===== src/cscan_pkg.sv =====
// Shared types and constants for the C-SCAN disk scheduler.
// Holds the payload structs, configuration indexes, microcode types and the track clamp.
// No dependencies.
`default_nettype none

package cscan_pkg;

    localparam int TRACK_W = 16;
    localparam int SEEK_W  = 18;

    localparam logic [TRACK_W-1:0] MAX_TRACK_RST = 16'd199;

    // Configuration register indexes.
    localparam logic CFG_MAX_TRACK = 1'b0;
    localparam logic CFG_SWEEP_DIR = 1'b1;

    // Item kinds.
    localparam logic REQ_LOAD = 1'b0;
    localparam logic REQ_RUN  = 1'b1;

    // Sweep directions.
    localparam logic DIR_UP   = 1'b0;
    localparam logic DIR_DOWN = 1'b1;

    typedef struct packed {
        logic               req_type;
        logic [TRACK_W-1:0] request_track;
        logic [TRACK_W-1:0] head_position;
    } t_in_item;

    typedef struct packed {
        logic [TRACK_W-1:0] service_track;
        logic               is_last;
        logic [SEEK_W-1:0]  total_seek;
        logic               requests_dropped;
    } t_out_item;

    // Microcode operation kinds.
    typedef enum logic [2:0] {
        UOP_EMIT,
        UOP_REPEAT,
        UOP_LOOP,
        UOP_SCAN,
        UOP_DONE
    } t_uop;

    // Source of the emitted track and of the store read address.
    typedef enum logic [2:0] {
        SRC_HEAD,
        SRC_STORE,
        SRC_STORE_M1,
        SRC_EDGE,
        SRC_ZERO
    } t_src;

    typedef enum logic [2:0] {
        C_NEVER,
        C_SCAN,
        C_IDX_LT_N,
        C_IDX_GT_0,
        C_SPLIT_Z,
        C_SPLIT_N,
        C_LAST_UP,
        C_LAST_DN
    } t_cond;

    typedef enum logic [2:0] {
        IDX_KEEP,
        IDX_INC,
        IDX_DEC,
        IDX_ZERO,
        IDX_COUNT
    } t_idx_op;

    typedef enum logic [2:0] {
        SEEK_NONE,
        SEEK_TO_EDGE,
        SEEK_HEAD,
        SEEK_WRAP_UP,
        SEEK_WRAP_DN
    } t_seek;

    typedef logic [3:0] t_upc;

    localparam t_upc UPC_HEAD  = 4'd0;
    localparam t_upc UPC_SCAN  = 4'd1;
    localparam t_upc UPC_UP1   = 4'd2;
    localparam t_upc UPC_EDGE  = 4'd3;
    localparam t_upc UPC_ZERO  = 4'd4;
    localparam t_upc UPC_UP2   = 4'd5;
    localparam t_upc UPC_DN1   = 4'd6;
    localparam t_upc UPC_ZEROE = 4'd7;
    localparam t_upc UPC_EDGE2 = 4'd8;
    localparam t_upc UPC_DN2   = 4'd9;
    localparam t_upc UPC_DONE  = 4'd10;

    typedef struct packed {
        t_uop    op;
        t_src    src;
        t_cond   cond;
        t_idx_op idx_op;
        t_seek   seek;
        t_upc    target;
    } t_uword;

    // Sequencer to datapath.
    typedef struct packed {
        logic    emit;
        logic    idx_upd;
        logic    split_ld;
        logic    done;
        logic    last;
        t_src    src;
        t_cond   cond;
        t_idx_op idx_op;
        t_seek   seek;
    } t_ctrl;

    // Datapath to sequencer.
    typedef struct packed {
        logic cond;
        logic slot_free;
    } t_status;

    function automatic logic [TRACK_W-1:0] clamp_track(
        input logic [TRACK_W-1:0] track,
        input logic [TRACK_W-1:0] edge_trk
    );
        return (track > edge_trk) ? edge_trk : track;
    endfunction

endpackage

`default_nettype wire


===== src/cscan_disk_scheduler_core.sv =====
// C-SCAN disk scheduler. A load item (req_type 0) stores a request track, clamped to
// max_track, into a store of MAX_REQUESTS entries kept in ascending order; it gives no
// result, and a load into a full store is dropped and flagged. A run item (req_type 1)
// starts a microcoded sequencer that walks the sorted store one entry per cycle: it first
// locates the head in the list, then emits one result per cycle while the output is not
// stalled: the head, the requests of the first sweep, the edge, the opposite edge after
// the wrap and the remaining requests, n+2 to n+3 results in all for n stored requests.
// The input is stalled for the whole run. The last result carries the total seek and
// is_last; every result of a run carries the dropped flag. The store and the flag empty
// after each run.
// Depends on cscan_pkg, cscan_store, cscan_useq and cscan_dpath.
`default_nettype none

module cscan_disk_scheduler_core #(
    parameter int MAX_REQUESTS = 16
) (
    input  wire logic                          i_clk,
    input  wire logic                          i_rst_n,
    input  wire logic                          i_in_valid,
    input  wire cscan_pkg::t_in_item           i_in_item,
    output logic                               o_in_stall,
    output logic                               o_out_valid,
    output cscan_pkg::t_out_item               o_out_item,
    input  wire logic                          i_out_stall,
    input  wire logic                          i_cfg_we,
    input  wire logic                          i_cfg_index,
    input  wire logic [cscan_pkg::TRACK_W-1:0] i_cfg_data
);
    import cscan_pkg::*;

    localparam int CW = $clog2(MAX_REQUESTS + 1);
    localparam int AW = (MAX_REQUESTS > 1) ? $clog2(MAX_REQUESTS) : 1;

    logic [TRACK_W-1:0] r_max_track;
    logic               r_sweep_dir;
    logic               busy;
    logic               in_xfer;
    logic               load;
    logic               start;
    logic [AW-1:0]      rd_addr;
    logic [TRACK_W-1:0] rd_track;
    logic [CW-1:0]      count;
    logic               overflow;
    t_ctrl              ctrl;
    t_status            status;

    always_ff @(posedge i_clk) begin
        if (!i_rst_n) begin
            r_max_track <= MAX_TRACK_RST;
            r_sweep_dir <= DIR_UP;
        end else if (i_cfg_we) begin
            case (i_cfg_index)
                CFG_MAX_TRACK: r_max_track <= i_cfg_data;
                CFG_SWEEP_DIR: r_sweep_dir <= i_cfg_data[0];
                default: ;
            endcase
        end
    end

    assign o_in_stall = busy;
    assign in_xfer    = i_in_valid && !busy;
    assign load       = in_xfer && (i_in_item.req_type == REQ_LOAD);
    assign start      = in_xfer && (i_in_item.req_type == REQ_RUN);

    cscan_store #(
        .MAX_REQUESTS(MAX_REQUESTS)
    ) u_store (
        .i_clk       (i_clk),
        .i_rst_n     (i_rst_n),
        .i_load      (load),
        .i_track     (i_in_item.request_track),
        .i_clear     (ctrl.done),
        .i_max_track (r_max_track),
        .i_rd_addr   (rd_addr),
        .o_rd_track  (rd_track),
        .o_count     (count),
        .o_overflow  (overflow)
    );

    cscan_useq u_useq (
        .i_clk    (i_clk),
        .i_rst_n  (i_rst_n),
        .i_start  (start),
        .i_dir    (r_sweep_dir),
        .i_status (status),
        .o_ctrl   (ctrl),
        .o_busy   (busy)
    );

    cscan_dpath #(
        .MAX_REQUESTS(MAX_REQUESTS)
    ) u_dpath (
        .i_clk       (i_clk),
        .i_rst_n     (i_rst_n),
        .i_start     (start),
        .i_head      (i_in_item.head_position),
        .i_max_track (r_max_track),
        .i_dir       (r_sweep_dir),
        .i_count     (count),
        .i_overflow  (overflow),
        .i_rd_track  (rd_track),
        .i_ctrl      (ctrl),
        .i_out_stall (i_out_stall),
        .o_rd_addr   (rd_addr),
        .o_status    (status),
        .o_out_valid (o_out_valid),
        .o_out_item  (o_out_item)
    );

endmodule

`default_nettype wire


===== src/cscan_store.sv =====
// Sorted request store for the C-SCAN scheduler.
// Inserts each load in ascending order and serves one read per cycle.
// Depends on cscan_pkg.
`default_nettype none

module cscan_store #(
    parameter int MAX_REQUESTS = 16
) (
    input  wire logic                        i_clk,
    input  wire logic                        i_rst_n,
    input  wire logic                        i_load,
    input  wire logic [cscan_pkg::TRACK_W-1:0] i_track,
    input  wire logic                        i_clear,
    input  wire logic [cscan_pkg::TRACK_W-1:0] i_max_track,
    input  wire logic [((MAX_REQUESTS > 1) ? $clog2(MAX_REQUESTS) : 1)-1:0] i_rd_addr,
    output logic [cscan_pkg::TRACK_W-1:0]    o_rd_track,
    output logic [$clog2(MAX_REQUESTS+1)-1:0] o_count,
    output logic                             o_overflow
);
    import cscan_pkg::*;

    localparam int CW = $clog2(MAX_REQUESTS + 1);

    logic [TRACK_W-1:0] r_mem [MAX_REQUESTS];
    logic [TRACK_W-1:0] n_mem [MAX_REQUESTS];
    logic [CW-1:0]      r_count;
    logic               r_overflow;
    logic [MAX_REQUESTS-1:0] gt;
    logic [TRACK_W-1:0] ld_track;
    logic               full;
    logic               ins;

    assign ld_track = clamp_track(i_track, i_max_track);
    assign full     = (r_count == CW'(MAX_REQUESTS));
    assign ins      = i_load && !full;

    // Entries above the new track move up one place; the first of them takes the new track.
    always_comb begin
        gt = '0;
        for (int k = 0; k < MAX_REQUESTS; k++) begin
            gt[k] = (CW'(k) < r_count) && (r_mem[k] > ld_track);
        end
        for (int k = 0; k < MAX_REQUESTS; k++) begin
            n_mem[k] = r_mem[k];
        end
        if (ins && (gt[0] || r_count == CW'(0))) begin
            n_mem[0] = ld_track;
        end
        for (int k = 1; k < MAX_REQUESTS; k++) begin
            if (ins) begin
                if (gt[k-1]) begin
                    n_mem[k] = r_mem[k-1];
                end else if (gt[k] || r_count == CW'(k)) begin
                    n_mem[k] = ld_track;
                end
            end
        end
    end

    always_ff @(posedge i_clk) begin
        for (int k = 0; k < MAX_REQUESTS; k++) begin
            r_mem[k] <= n_mem[k];
        end
    end

    always_ff @(posedge i_clk) begin
        if (!i_rst_n) begin
            r_count    <= '0;
            r_overflow <= 1'b0;
        end else if (i_clear) begin
            r_count    <= '0;
            r_overflow <= 1'b0;
        end else if (i_load) begin
            if (full) begin
                r_overflow <= 1'b1;
            end else begin
                r_count <= r_count + 1'b1;
            end
        end
    end

    // Stored tracks are clamped again in case the edge was lowered after loading.
    assign o_rd_track = clamp_track(r_mem[i_rd_addr], i_max_track);
    assign o_count    = r_count;
    assign o_overflow = r_overflow;

endmodule

`default_nettype wire


===== src/cscan_useq.sv =====
// Microcode sequencer for the C-SCAN scheduler.
// Holds the step counter and the control ROM and issues one control word per cycle.
// Depends on cscan_pkg.
`default_nettype none

module cscan_useq (
    input  wire logic               i_clk,
    input  wire logic               i_rst_n,
    input  wire logic               i_start,
    input  wire logic               i_dir,
    input  wire cscan_pkg::t_status i_status,
    output cscan_pkg::t_ctrl        o_ctrl,
    output logic                    o_busy
);
    import cscan_pkg::*;

    function automatic t_uword ucode(input t_upc pc);
        t_uword w;
        w = '{op: UOP_DONE, src: SRC_ZERO, cond: C_NEVER, idx_op: IDX_KEEP,
              seek: SEEK_NONE, target: UPC_DONE};
        case (pc)
            UPC_HEAD:  w = '{op: UOP_EMIT, src: SRC_HEAD, cond: C_NEVER,
                             idx_op: IDX_ZERO, seek: SEEK_NONE, target: UPC_SCAN};
            UPC_SCAN:  w = '{op: UOP_SCAN, src: SRC_STORE, cond: C_SCAN,
                             idx_op: IDX_INC, seek: SEEK_NONE, target: UPC_DN1};
            UPC_UP1:   w = '{op: UOP_LOOP, src: SRC_STORE, cond: C_IDX_LT_N,
                             idx_op: IDX_INC, seek: SEEK_NONE, target: UPC_EDGE};
            UPC_EDGE:  w = '{op: UOP_EMIT, src: SRC_EDGE, cond: C_SPLIT_Z,
                             idx_op: IDX_ZERO, seek: SEEK_TO_EDGE, target: UPC_DONE};
            UPC_ZERO:  w = '{op: UOP_EMIT, src: SRC_ZERO, cond: C_NEVER,
                             idx_op: IDX_KEEP, seek: SEEK_NONE, target: UPC_UP2};
            UPC_UP2:   w = '{op: UOP_REPEAT, src: SRC_STORE, cond: C_LAST_UP,
                             idx_op: IDX_INC, seek: SEEK_WRAP_UP, target: UPC_DONE};
            UPC_DN1:   w = '{op: UOP_LOOP, src: SRC_STORE_M1, cond: C_IDX_GT_0,
                             idx_op: IDX_DEC, seek: SEEK_NONE, target: UPC_ZEROE};
            UPC_ZEROE: w = '{op: UOP_EMIT, src: SRC_ZERO, cond: C_SPLIT_N,
                             idx_op: IDX_KEEP, seek: SEEK_HEAD, target: UPC_DONE};
            UPC_EDGE2: w = '{op: UOP_EMIT, src: SRC_EDGE, cond: C_NEVER,
                             idx_op: IDX_COUNT, seek: SEEK_NONE, target: UPC_DN2};
            UPC_DN2:   w = '{op: UOP_REPEAT, src: SRC_STORE_M1, cond: C_LAST_DN,
                             idx_op: IDX_DEC, seek: SEEK_WRAP_DN, target: UPC_DONE};
            default:   w = '{op: UOP_DONE, src: SRC_ZERO, cond: C_NEVER,
                             idx_op: IDX_KEEP, seek: SEEK_NONE, target: UPC_DONE};
        endcase
        return w;
    endfunction

    logic   r_busy, n_busy;
    t_upc   r_pc, n_pc;
    t_uword uw;
    logic   is_emit_op;

    assign uw         = ucode(r_pc);
    assign is_emit_op = (uw.op == UOP_EMIT) || (uw.op == UOP_REPEAT);

    always_comb begin
        o_ctrl.src      = uw.src;
        o_ctrl.cond     = uw.cond;
        o_ctrl.idx_op   = uw.idx_op;
        o_ctrl.seek     = uw.seek;
        o_ctrl.last     = is_emit_op && i_status.cond;
        o_ctrl.emit     = r_busy && i_status.slot_free
                          && (is_emit_op || (uw.op == UOP_LOOP && i_status.cond));
        o_ctrl.idx_upd  = r_busy && ((i_status.slot_free
                          && (is_emit_op || (uw.op == UOP_LOOP && i_status.cond)))
                          || (uw.op == UOP_SCAN && i_status.cond));
        o_ctrl.split_ld = r_busy && (uw.op == UOP_SCAN) && !i_status.cond;
        o_ctrl.done     = r_busy && (uw.op == UOP_DONE);
    end

    always_comb begin
        n_busy = r_busy;
        n_pc   = r_pc;
        if (!r_busy) begin
            if (i_start) begin
                n_busy = 1'b1;
                n_pc   = UPC_HEAD;
            end
        end else begin
            case (uw.op)
                UOP_EMIT: begin
                    if (i_status.slot_free) begin
                        n_pc = i_status.cond ? uw.target : r_pc + 1'b1;
                    end
                end
                UOP_REPEAT: begin
                    if (i_status.slot_free && i_status.cond) begin
                        n_pc = uw.target;
                    end
                end
                UOP_LOOP: begin
                    if (!i_status.cond) begin
                        n_pc = uw.target;
                    end
                end
                UOP_SCAN: begin
                    // The downward program sits apart from the upward one.
                    if (!i_status.cond) begin
                        n_pc = (i_dir == DIR_DOWN) ? uw.target : r_pc + 1'b1;
                    end
                end
                default: begin
                    n_busy = 1'b0;
                end
            endcase
        end
    end

    always_ff @(posedge i_clk) begin
        if (!i_rst_n) begin
            r_busy <= 1'b0;
            r_pc   <= UPC_HEAD;
        end else begin
            r_busy <= n_busy;
            r_pc   <= n_pc;
        end
    end

    assign o_busy = r_busy;

endmodule

`default_nettype wire


===== src/cscan_dpath.sv =====
// Datapath of the C-SCAN scheduler: index, split point, head, seek adder and output register.
// Evaluates the condition that the current control word selects.
// Depends on cscan_pkg.
`default_nettype none

module cscan_dpath #(
    parameter int MAX_REQUESTS = 16
) (
    input  wire logic                          i_clk,
    input  wire logic                          i_rst_n,
    input  wire logic                          i_start,
    input  wire logic [cscan_pkg::TRACK_W-1:0] i_head,
    input  wire logic [cscan_pkg::TRACK_W-1:0] i_max_track,
    input  wire logic                          i_dir,
    input  wire logic [$clog2(MAX_REQUESTS+1)-1:0] i_count,
    input  wire logic                          i_overflow,
    input  wire logic [cscan_pkg::TRACK_W-1:0] i_rd_track,
    input  wire cscan_pkg::t_ctrl              i_ctrl,
    input  wire logic                          i_out_stall,
    output logic [((MAX_REQUESTS > 1) ? $clog2(MAX_REQUESTS) : 1)-1:0] o_rd_addr,
    output cscan_pkg::t_status                 o_status,
    output logic                               o_out_valid,
    output cscan_pkg::t_out_item               o_out_item
);
    import cscan_pkg::*;

    localparam int CW = $clog2(MAX_REQUESTS + 1);
    localparam int AW = (MAX_REQUESTS > 1) ? $clog2(MAX_REQUESTS) : 1;

    logic [CW-1:0]      r_idx, n_idx;
    logic [CW-1:0]      r_split;
    logic [TRACK_W-1:0] r_head;
    logic               r_out_valid;
    t_out_item          r_out;
    logic [CW-1:0]      rd_idx;
    logic               cond;
    logic               slot_free;
    logic [TRACK_W-1:0] trk;
    logic [SEEK_W-1:0]  seek_val;
    logic [SEEK_W-1:0]  e18, h18, v18;

    assign rd_idx    = (i_ctrl.src == SRC_STORE_M1) ? r_idx - 1'b1 : r_idx;
    assign o_rd_addr = rd_idx[AW-1:0];
    assign slot_free = !r_out_valid || !i_out_stall;

    always_comb begin
        case (i_ctrl.cond)
            C_NEVER:    cond = 1'b0;
            // Upward sweeps serve a request equal to the head first; so do downward ones.
            C_SCAN:     cond = (r_idx < i_count)
                               && ((i_dir == DIR_DOWN) ? (i_rd_track <= r_head)
                                                       : (i_rd_track < r_head));
            C_IDX_LT_N: cond = (r_idx < i_count);
            C_IDX_GT_0: cond = (r_idx != '0);
            C_SPLIT_Z:  cond = (r_split == '0);
            C_SPLIT_N:  cond = (r_split == i_count);
            C_LAST_UP:  cond = ({1'b0, r_idx} + 1'b1) == {1'b0, r_split};
            C_LAST_DN:  cond = {1'b0, r_idx} == ({1'b0, r_split} + 1'b1);
            default:    cond = 1'b0;
        endcase
    end

    assign o_status.cond      = cond;
    assign o_status.slot_free = slot_free;

    always_comb begin
        case (i_ctrl.src)
            SRC_HEAD:     trk = r_head;
            SRC_STORE:    trk = i_rd_track;
            SRC_STORE_M1: trk = i_rd_track;
            SRC_EDGE:     trk = i_max_track;
            default:      trk = '0;
        endcase
    end

    assign e18 = SEEK_W'(i_max_track);
    assign h18 = SEEK_W'(r_head);
    assign v18 = SEEK_W'(i_rd_track);

    always_comb begin
        case (i_ctrl.seek)
            SEEK_TO_EDGE: seek_val = e18 - h18;
            SEEK_HEAD:    seek_val = h18;
            SEEK_WRAP_UP: seek_val = (e18 - h18) + e18 + v18;
            SEEK_WRAP_DN: seek_val = h18 + e18 + (e18 - v18);
            default:      seek_val = '0;
        endcase
    end

    always_comb begin
        n_idx = r_idx;
        if (i_ctrl.idx_upd) begin
            case (i_ctrl.idx_op)
                IDX_INC:   n_idx = r_idx + 1'b1;
                IDX_DEC:   n_idx = r_idx - 1'b1;
                IDX_ZERO:  n_idx = '0;
                IDX_COUNT: n_idx = i_count;
                default:   n_idx = r_idx;
            endcase
        end
    end

    always_ff @(posedge i_clk) begin
        r_idx <= n_idx;
        if (i_ctrl.split_ld) begin
            r_split <= r_idx;
        end
        if (i_start) begin
            r_head <= clamp_track(i_head, i_max_track);
        end
        if (i_ctrl.emit) begin
            r_out.service_track    <= trk;
            r_out.is_last          <= i_ctrl.last;
            r_out.total_seek       <= i_ctrl.last ? seek_val : '0;
            r_out.requests_dropped <= i_overflow;
        end
    end

    always_ff @(posedge i_clk) begin
        if (!i_rst_n) begin
            r_out_valid <= 1'b0;
        end else if (i_ctrl.emit) begin
            r_out_valid <= 1'b1;
        end else if (!i_out_stall) begin
            r_out_valid <= 1'b0;
        end
    end

    assign o_out_valid = r_out_valid;
    assign o_out_item  = r_out;

endmodule

`default_nettype wire

===== config.mk =====
export PLATFORM = sky130hd
export DESIGN_NAME = cscan_disk_scheduler_core
export DESIGN_NICKNAME = d
export VERILOG_FILES = /design/src/cscan_pkg.sv /design/src/cscan_disk_scheduler_core.sv /design/src/cscan_store.sv /design/src/cscan_useq.sv /design/src/cscan_dpath.sv
export SDC_FILE = /design/constraint.sdc
export NUM_CORES = 1
export LEC_CHECK = 0
export BUFFER_PORTS_ARGS = -buffer_cell sky130_fd_sc_hd__clkbuf_2
export CORE_MARGIN = 2
export CORE_UTILIZATION = 44
export CTS_CLUSTER_DIAMETER = 50
export CTS_CLUSTER_SIZE = 40
export DETAILED_ROUTE_END_ITERATION = 6
export SYNTH_ARGS = -nofsm -noshare
export SYNTH_HDL_FRONTEND = slang
export SYNTH_SLANG_ARGS = --single-unit
export TNS_END_PERCENT = 10

===== constraint.sdc =====
create_clock -name i_clk -period 11.3 [get_ports i_clk]
set_input_delay 1.695 -clock i_clk [delete_from_list [all_inputs] [get_ports i_clk]]
set_output_delay 1.695 -clock i_clk [all_outputs]
set_load 0.03 [all_outputs]

### Word-level counts from Yosys, hierarchy flattened

Memory sizes are Yosys's and may differ from the RTL's. A register that Yosys moved wholly into a read port is not among the register bits.
Cells that the tools add are included.

| operators by class | value |
|---|---|
| divide/modulo/power cells | 0 |
| shift operators | 0 |
| bitwise gates (word level) | 4 |
| eq/ne operators | 47 |
| add/subtract/negate cells | 12 |
| multipliers | 0 |
| multiplexer cells | 71 |
| $lt $le $gt $ge | 38 |
| reduce and logical (&&, ||, !) cells | 75 |

Operators by type and width:

| kind | number |
|---|---|
| $mux W16 | 49 |
| $gt A16 B16 Y1 | 19 |
| $pmux W18 S4 | 1 |
| $pmux W16 S3 | 1 |
| $mux W4 | 11 |
| $eq A5 B4 Y1 const B | 8 |
| $lt A4 B5 Y1 const A | 8 |
| $add A18 B16 Y18 | 2 |
| $sub A16 B16 Y17 | 2 |
| $logic_and A1 B1 Y1 | 33 |
| $eq A3 B2 Y1 const B | 10 |
| $eq A3 B3 Y1 const B | 7 |
| $eq A5 B3 Y1 const B | 4 |
| $logic_or A1 B1 Y1 | 20 |
| $lt A3 B5 Y1 const A | 4 |
| $pmux W5 S4 | 1 |
| $add A18 B18 Y18 | 1 |
| $add A16 B16 Y17 | 1 |
| $le A16 B16 Y1 | 1 |
| $lt A16 B16 Y1 | 1 |
| $pmux W4 S4 | 1 |
| $eq A3 B1 Y1 const B | 5 |
| $add A5 B1 Y6 const B | 2 |
| $add A5 B1 Y5 const B | 2 |
| 28 further kinds | 53 |

| storage, ports and cells | value |
|---|---|
| bits in latches | 0 |
| bits of input ports | 55 |
| logic and storage cells | 263 |
| flip-flop bits (word level) | 91 |
| output and inout port bits | 38 |
| bits in writable memories | 256 |
| memory bits (read-only) | 304 |
| memories | 2 |

Memories:

| memory | words | width | rd ports | clocked after memory_dff | wr ports | RTL line | source |
|---|---|---|---|---|---|---|---|
| (name not given) | 16 | 19 | 1 | 1 | 0 | cscan_useq.sv:21 | `case (pc)` |
| u_store.r_mem | 16 | 16 | 17 | 0 | 16 | cscan_store.sv:24 | `logic [TRACK_W-1:0] r_mem [MAX_REQUESTS];` |

### Depth between registers and ports, before layout

Gate-level depths: netlist of the first run.
An unclocked memory read counts as a cell.

| depth | value |
|---|---|
| depth in word-level cells | 15 |
| gate-level depth with buffers | 41 |
| depth with buffers taken out | 37 |

### Hierarchy

Synthesis of the first run repeated with hierarchy kept, for this count alone.

| unflattened totals | value |
|---|---|
| cell total of the unflattened synthesis | 2843 |
| area total of the unflattened synthesis | 30553.1 um2 |

By module, submodules not included:

| module | cells an instance | instances | sequential area each (um2) | area an instance (um2) |
|---|---|---|---|---|
| cscan_store | 1648 | 1 | 7807.5 | 20191.9 |
| cscan_dpath | 965 | 1 | 1881.8 | 8339.2 |
| cscan_useq | 153 | 1 | 480.5 | 1297.5 |
| cscan_disk_scheduler_core | 77 | 1 | 340.3 | 724.4 |

### Worst setup path before layout of the first run

No wires, ideal clock.

| timing | value |
|---|---|
| kind | flip-flop to flip-flop |
| from | reg u_dpath.r_idx[0] |
| to | reg u_dpath.r_out, in the netlist u_dpath.o_out_item[0], enable pin |
| arrival | 9.946 ns |
| stages on the path, launching flop included | 32 |
| path slack | 0.880 ns |
| period minus slack after synthesis | 10.420 ns |
| cells stage by stage | edfxtp_1 buf_4 clkinv_1 ha_1 buf_2 clkbuf_1 o21ai_0 buf_1 buf_2 mux4_2 nand2_1 a31oi_1 ha_1 nand3_1 nor4_1 nand2_1 nand2_1 buf_1 mux2i_1 inv_1 ha_1 nand4_1 nor4_1 nand2_1 a21oi_1 mux2_1 nor3_2 o32ai_2 nor2_1 nor2_1 nor2_1 nor3_1 |

RTL lines:

| what | RTL line | source |
|---|---|---|
| start, declared | cscan_dpath.sv:30 | `logic [CW-1:0] r_idx, n_idx;` |
| start signal, assigned | cscan_dpath.sv:104 | `r_idx <= n_idx;` |
| end, declared | cscan_dpath.sv:34 | `t_out_item r_out;` |

### Final worst setup path of the first run

| timing | value |
|---|---|
| from | reg u_dpath.r_idx[0] |
| to | reg, netlist name u_useq.uw[8] |

| between the ends | value |
|---|---|
| longest elaborated chain between the ends | 15 |
| elaborated cells on any way between the ends | 26 |

Ends and longest elaborated chain:

| what | RTL line | source |
|---|---|---|
| $sub A5 B1 Y5 | cscan_dpath.sv:42 | `assign rd_idx = (i_ctrl.src == SRC_STORE_M1) ? r_idx - 1'b1 : r_idx;` |
| $mux W4 | cscan_dpath.sv:42 |  |
| $mem_v2 Z16 W16 | -- |  |
| $gt A16 B16 Y1 | cscan_pkg.sv:129 | `return (track > edge_trk) ? edge_trk : track;` |
| $mux W16 | cscan_pkg.sv:129 |  |
| $lt A16 B16 Y1 or $le A16 B16 Y1 (tied branches) | cscan_dpath.sv:52, cscan_dpath.sv:51 |  |
| $mux W1 | cscan_dpath.sv:51 | `&& ((i_dir == DIR_DOWN) ? (i_rd_track <= r_head)` |
| $logic_and A1 B1 Y1 | cscan_dpath.sv:51 |  |
| $pmux W1 S8 (*) | cscan_dpath.sv:47 | `case (i_ctrl.cond)` |
| $mux W4 | cscan_useq.sv:83 | `n_pc = i_status.cond ? uw.target : r_pc + 1'b1;` |
| $mux W4 | cscan_useq.sv:82 | `if (i_status.slot_free) begin` |
| $pmux W4 S4 | cscan_useq.sv:80 | `case (uw.op)` |
| $mux W4 | cscan_useq.sv:74 | `if (!r_busy) begin` |
| $mux W4 (no source line) (*) (2 in a row) | -- |  |

Every way passes the cells marked *; elsewhere a longest branch is shown, timed or not. The select of a mux whose other input is x is not followed.
A chain may end at the register's enable or synchronous reset.

==> results of run 1 <==
worst max path at each step:
stage                     startpoint                     to  slack [ns]  cells after the start
floorplan           u_dpath.r_idx[0]  u_dpath.o_out_item[0]        0.88                     31
global placement    u_dpath.r_idx[0]           u_useq.uw[8]        1.54                     33
detailed placement  u_dpath.r_idx[0]           u_useq.uw[8]        1.25                     32
CTS                 u_dpath.r_idx[0]           u_useq.uw[8]        1.18                     33
global route        u_dpath.r_idx[0]           u_useq.uw[8]        0.41                     35
finish              u_dpath.r_idx[0]           u_useq.uw[8]        1.10                     33
worst reg2reg max path: cells and delay by family (launching register included):
family / cells / cell delay [ns]
multiplexers: 4 / 1.87
adder cells (fa/ha/maj): 4 / 1.56
AND/OR/NAND/NOR: 11 / 2.77
AO/OA/AOI/OAI: 7 / 1.68
buffers and inverters: 7 / 1.87
flip-flops: 1 / 0.32
cell usage after synthesis, types with 42 or more instances:
library cell  count
a21oi_1         383
mux4_2           61
clkbuf_1        113
nand2b_1         62
mux2i_1          42
mux2_2          108
nand4_1          64
nand2_1         205
dfxtp_1          48
xnor2_1          69
nor2b_1          57
nor2_1          310
edfxtp_1        318
inv_1           161
a21o_1           68
o21ai_0         133
ha_1            415
metrics by stage:
| stage | area (µm²) | worst slack, ns | hold slack (ns) |
|---|---|---|---|
| final | 33600 | 1.10 | 0.560 |
| after global routing | 33600 | 0.408 | 0.581 |
| after CTS | 33600 | 1.18 | 0.553 |
| after detailed placement | 31800 | 1.25 | 0.546 |
| after global placement | 31800 | 1.54 | 0.524 |
| after floorplan | 30200 | 0.880 | 0.409 |
area by class of cell:
class,instances,area (µm²),area share
repair buffers,151,928,0.0276
clock buffers,60,1410,0.0418
well taps,873,1090,0.0325
inverters,167,629,0.0187
flip-flops and latches,366,10500,0.312
multi-input cells,2409,18600,0.553
clock inverters,43,473,0.0141
sequential cells by signal, summed over array words and instances (netlist names):
signal	flops
u_store.r_mem	256
u_dpath.o_out_item	36
u_useq.uw	19
r_max_track	16
u_dpath.r_head	16
u_dpath.r_idx	5
u_dpath.r_split	5
u_store.o_count	5
u_useq.r_pc	4
r_sweep_dir	1
u_dpath.o_out_valid	1
u_store.o_overflow	1
u_useq.o_busy	1
kinds of logic (layout without fill, tap and decap cells):
kind of cell | after synthesis | after routing | synth area share
buffers and inverters | 309 | 421 | 0.0407
adder cells (fa/ha/maj) | 434 | 434 | 0.185
multiplexers | 214 | 214 | 0.101
XOR/XNOR | 96 | 96 | 0.0279
AO/OA/AOI/OAI | 827 | 827 | 0.165
flip-flops | 366 | 366 | 0.348
AND/OR/NAND/NOR | 838 | 838 | 0.131
where the power goes:
part	internal (mW)	leakage, nW	switching (mW)
clock	1.04	0.898	0.724
sequential	1.52	3.29	0.0366
combinational	0.592	9.46	0.841
routing by layer:
metal  up-vias  part of all wire  track usage  wire [µm]
met5         -                 0            0          0
met4         0             0.034       0.0935       3250
met3       178             0.064       0.0381       6130
met1     12100              0.41        0.341      39500
met2       876              0.49        0.467      46700
li1      11600                 -            -          -
==> metrics.md, run 1 <==
| Metric | Value |
|---|---|
| Status | `complete, no violations` |
| Clock transition at path regs | `0.06 ns` |
| Unrepaired setup endpoints after global routing | `no` |
| Min cycle time layout | `10.20 ns` |
| Final setup fails | `0` |
| Area growth from synthesis to layout | `11.5%` |
| Post_cts resized | `0` |
| Die area | `0.0707 mm²` |
| Final HPWL DP | `74200 µm` |
| NumNets Final | `3639` |
| Pleak | `13.7 nW` |
| Cell row count | `95` |
| Post-CTS Hold Buffers | `0` |
| DR pass1 iterations | `5` |
| Crit start category | `register` |
| Hold Crit Class | `reg -> reg` |
| #FFs+latches synth | `366` |
| Root buffer cell | `clkbuf_16` |
| Final period util | `0.902` |
| Finished Core Util | `0.498` |
| Count of final hold-check violations | `0` |
| Post-synth net total | `3573` |
| Initial antenna violation count | `0` |
| Routed vias/inst | `6.08` |
| Slew Limit Fails | `0` |
| Hold Path End | `r_sweep_dir` |
| Skew-Pair Late Insertion Delay | `0.63 ns` |
| Kind of cell adding the most delay to the critical path | `simple AND/OR/NAND/NOR gates` |
| Slew HR | `0.182` |
| Yosys Warn Count | `0` |
| Synth top area share | `0.317` |
| Width of the chip | `266 µm` |
| Crit path buffers/inverters | `7` |
| Global-route wire length before repair | `147000 µm` |
| Most common cell after layout, fill and taps aside | `ha_1` |
| CTS tree | `done` |
| Post-CTS setup buffers | `0` |
| R2R Setup Slk | `1.10 ns` |
| PwrDens | `141 mW/mm²` |
| GRT Residual Overflow | `0` |
| Number of synthesized flops with an enable pin | `318` |
| Sequential share of the synthesized area | `0.348` |
| Fin cells | `4069` |
| Mean Syn Cell Area | `9.78 µm²` |
| Synth area leaders | `edfxtp_1 (32%), ha_1 (17%), a21oi_1 (6.4%)` |
| Commonest non-fill, non-tap cells in the layout | `ha_1 (415), a21oi_1 (382), edfxtp_1 (318)` |
| Worst R2R End | `u_useq.uw[8]` |
| Clock skew | `0.0315 ns` |
| Reg-to-Reg Start | `u_dpath.r_idx[0]` |
| Critical path arrival | `10.71 ns` |
| Syn Inst Count | `3084` |
| Worst Path Class, Setup | `reg -> reg` |
| Cell area after synthesis | `0.0302 mm²` |
| Vias in the first global route | `25000` |
| Port Buf Inserts | `92` |
| Post-Route WL | `95600 µm` |
| Initial drt markers | `2003` |
| Yosys top cell by area | `edfxtp_1` |
| Reg2reg path depth | `33` |
| Total CTS buffers | `55` |
| Vias | `24700` |
| Total GRT Usage | `0.269` |
| DR WL/cell | `23.5 µm` |
| Post-synthesis cell type count | `92` |
| Slowest cell on crit path | `nor4_1` |
| Antenna cells | `0` |
| Post-synthesis async set-or-reset flop share | `0` |
| WHS Path Cells | `2` |
| Placed cell count | `3966` |
| WP data required | `11.81 ns` |
| # DRC | `0` |
| Slowest stage delay, CP | `0.93 ns` |
| Ports | `93` |
| Max-Cap Viols | `0` |
| Hold Startpoint | `r_sweep_dir` |
| Slew @ Worst Pin | `1.22 ns` |
| Worst setup EP type | `register` |
| CP Max Fanout | `56` |
| Clock Tree Buf Depth | `3` |
| Die extent in y | `266 µm` |
| Filler cells | `6120` |
| Initial Util | `0.447` |
| Core ar. | `0.0675 mm²` |
| Max VDD drop | `122 µV` |
| Pin count of the biggest net entering global routing | `65` |
| Max Freq | `0.0981 GHz` |
| Gpl congestion | `0.945` |
| Final ANT Viol Nets | `0` |
| Share of cells above drive strength 1 | `0.148` |
| Main synth FF type | `edfxtp_1` |
| Clk sinks | `366` |
| Total power | `4.74 mW` |
| H-tree Lvls | `2` |
| TNS Setup | `0 ns` |
(Power assumes the default switching activity.)
==> run 2, diff against run 1 <==
--- a/config.mk
+++ b/config.mk
@@ -6,6 +6,7 @@
 export NUM_CORES = 1
 export LEC_CHECK = 0
 export BUFFER_PORTS_ARGS = -buffer_cell sky130_fd_sc_hd__clkbuf_2
+export CAP_MARGIN = 20
 export CORE_MARGIN = 2
 export CORE_UTILIZATION = 44
 export CTS_CLUSTER_DIAMETER = 50
==> constraint.sdc (replaced) <==
create_clock -name i_clk -period 11.5 [get_ports i_clk]
set_input_delay 1.725 -clock i_clk [delete_from_list [all_inputs] [get_ports i_clk]]
set_output_delay 1.725 -clock i_clk [all_outputs]
set_load 0.03 [all_outputs]
==> run 2 against run 1 <==
Net effect:
- via count rose by 1.9%
- sequential cell count did not move
- hold slack got worse by 0.026 ns
- utilization rose by 0.44 points
- first-iteration DRC count rose by 30%
- largest power group unchanged
- highest routed layer unchanged
==> metrics.md, run 2 (synthesis gave the netlist of run 1 again) <==
| Metric | Value |
|---|---|
| Width of the chip | `266 µm` |
| Crit path from | `u_useq.uw[15]` |
| Initial antenna violation count | `0` |
| Post-Route WL | `99400 µm` |
| Pin count of the biggest net entering global routing | `67` |
| Global-route wire length before repair | `151000 µm` |
| Initial drt markers | `2606` |
| Largest register FFs | `256` |
| PwrDens | `140 mW/mm²` |
| Kind of cell adding the most delay to the critical path | `compound AO/OA/AOI/OAI gates` |
| Crit start category | `register` |
| Max Freq | `0.0971 GHz` |
| CP Depth | `33` |
| Core ar. | `0.0675 mm²` |
| Unrepaired setup endpoints after global routing | `no` |
| WP data required | `11.86 ns` |
| Critical path arrival | `10.66 ns` |
| Max VDD drop | `105 µV` |
| Reg-to-Reg Start | `u_useq.uw[15]` |
| Area growth from synthesis to layout | `12.5%` |
| Ports | `93` |
| Clock transition at path regs | `0.06 ns` |
| Antenna cells | `0` |
| Final period util | `0.895` |
| Post_cts resized | `0` |
| Die extent in y | `266 µm` |
| Top reg by flops | `u_store.r_mem` |
| # DRC | `0` |
| Worst Path Class, Setup | `reg -> reg` |
| DP Worst Slack | `1.34 ns` |
| NumNets Final | `3656` |
| Total GRT Usage | `0.279` |
| Slew HR | `0.273` |
| TNS Setup | `0 ns` |
| Most frequent CP cell | `ha_1` |
| Status | `complete, no violations` |
| Die area | `0.0707 mm²` |
| Root buffer cell | `clkbuf_16` |
| Commonest non-fill, non-tap cells in the layout | `ha_1 (415), a21oi_1 (382), edfxtp_1 (318)` |
| Skew-Pair Late Insertion Delay | `0.65 ns` |
| Pleak | `13.8 nW` |
| CP Max Fanout | `19` |
| Port Buf Inserts | `92` |
| CTS tree | `done` |
| Final HPWL DP | `77700 µm` |
| Clk sinks | `366` |
| Max-Cap Viols | `0` |
| Gpl congestion | `0.936` |
| Slew Limit Fails | `0` |
| Worst R2R End | `u_dpath.o_out_item[16]` |
| Final setup fails | `0` |
| Clock Tree Buf Depth | `3` |
| Routed vias/inst | `6.16` |
| GRT Residual Overflow | `0` |
| DR WL/cell | `24.3 µm` |
| Crit path buffers/inverters | `4` |
| Hold Crit Class | `reg -> reg` |
| Slowest cell on crit path | `a2111oi_0` |
| Count of final hold-check violations | `0` |
| Min cycle time layout | `10.30 ns` |
| Post-CTS Hold Buffers | `0` |
| Share of cells above drive strength 1 | `0.153` |
| R2R Setup Slk | `1.20 ns` |
| Cell row count | `95` |
| Total CTS buffers | `60` |
| Setup slack after layout | `1.20 ns` |
| Worst Setup EP | `u_dpath.o_out_item[16]` |
| Slew @ Worst Pin | `1.09 ns` |
| Final ANT Viol Nets | `0` |
| Worst setup EP type | `register` |
| Reg2reg path depth | `33` |
| Initial Util | `0.447` |
| Slowest stage delay, CP | `0.79 ns` |
| Vias | `25200` |
| Most common cell after layout, fill and taps aside | `ha_1` |
| H-tree Lvls | `2` |
| Post-CTS setup buffers | `0` |
| Clock skew | `0.0328 ns` |
| DR pass1 iterations | `7` |
| Vias in the first global route | `25100` |
[run 2: cell types whose count changed in the layout (fill, tap and decap cells not counted), sizes merged]
cell | before | now
buf | 59 | 71
bufinv | 5 | 3
clkbuf | 152 | 158
clkinv | 19 | 23
clkinvlp | 7 | 4
inv | 179 | 183
[run 2: worst min path at each step]
stage | start | endpoint | cells past startpoint
floorplan | u_store.o_overflow | u_dpath.o_out_item[0] | 0
global placement | u_useq.r_pc[0] | u_useq.r_pc[0] | 2
detailed placement | u_useq.r_pc[0] | u_useq.r_pc[0] | 2
CTS | u_useq.r_pc[0] | u_useq.r_pc[0] | 2
global route | u_useq.r_pc[0] | u_useq.r_pc[0] | 2
finish | u_useq.r_pc[0] | u_useq.r_pc[0] | 2
[run 2: through the flow]
step | power (mW) | hold slack, ns | area, µm² | std cells | util
finish | 4.75 | 0.534 | 33900 | 4090 | 0.503
global placement | 2.91 | 0.530 | 31800 | 3971 | 0.472
detailed placement | 2.94 | 0.526 | 31900 | 3972 | 0.472
floorplan | 2.55 | 0.409 | 30200 | 3084 | -
global route | 4.97 | 0.575 | 33900 | 4090 | 0.503
CTS | 4.76 | 0.535 | 33900 | 4084 | 0.501
[run 2: metal layers]
metal  GRT usage  vias up  part of all wire
li1            -    11700                 -
met1       0.367    12400              0.42
met2       0.475      979              0.48
met3      0.0349      175             0.066
met4      0.0975        0             0.033
met5           0        -                 0
[run 2: area by class of cell]
| class | instances | area, µm² |
|---|---|---|
| inverters | 167 | 629 |
| clock inverters | 46 | 480 |
| well taps | 873 | 1090 |
| repair buffers | 163 | 1070 |
| fillers | 6196 | 33600 |
| flip-flops and latches | 366 | 10500 |
| multi-input cells | 2409 | 18600 |
| clock buffers | 66 | 1520 |
[run 2: power by group]
group / internal (mW) / total [mW] / switching [mW]
sequential: 1.49 / 1.52 / 0.0353
combinational: 0.583 / 1.41 / 0.825
clock: 1.06 / 1.82 / 0.761
total: 3.13 / 4.75 / 1.62
[run 2: worst reg2reg max path, delay by kind of cell, from the launching register on]
kind / cells / cell delay, ns
AO/OA/AOI/OAI: 13 / 4.06
AND/OR/NAND/NOR: 8 / 2.08
adder cells (fa/ha/maj): 4 / 1.14
multiplexers: 2 / 1.01
buffers and inverters: 4 / 0.84
flip-flops: 1 / 0.54
XOR/XNOR: 2 / 0.37
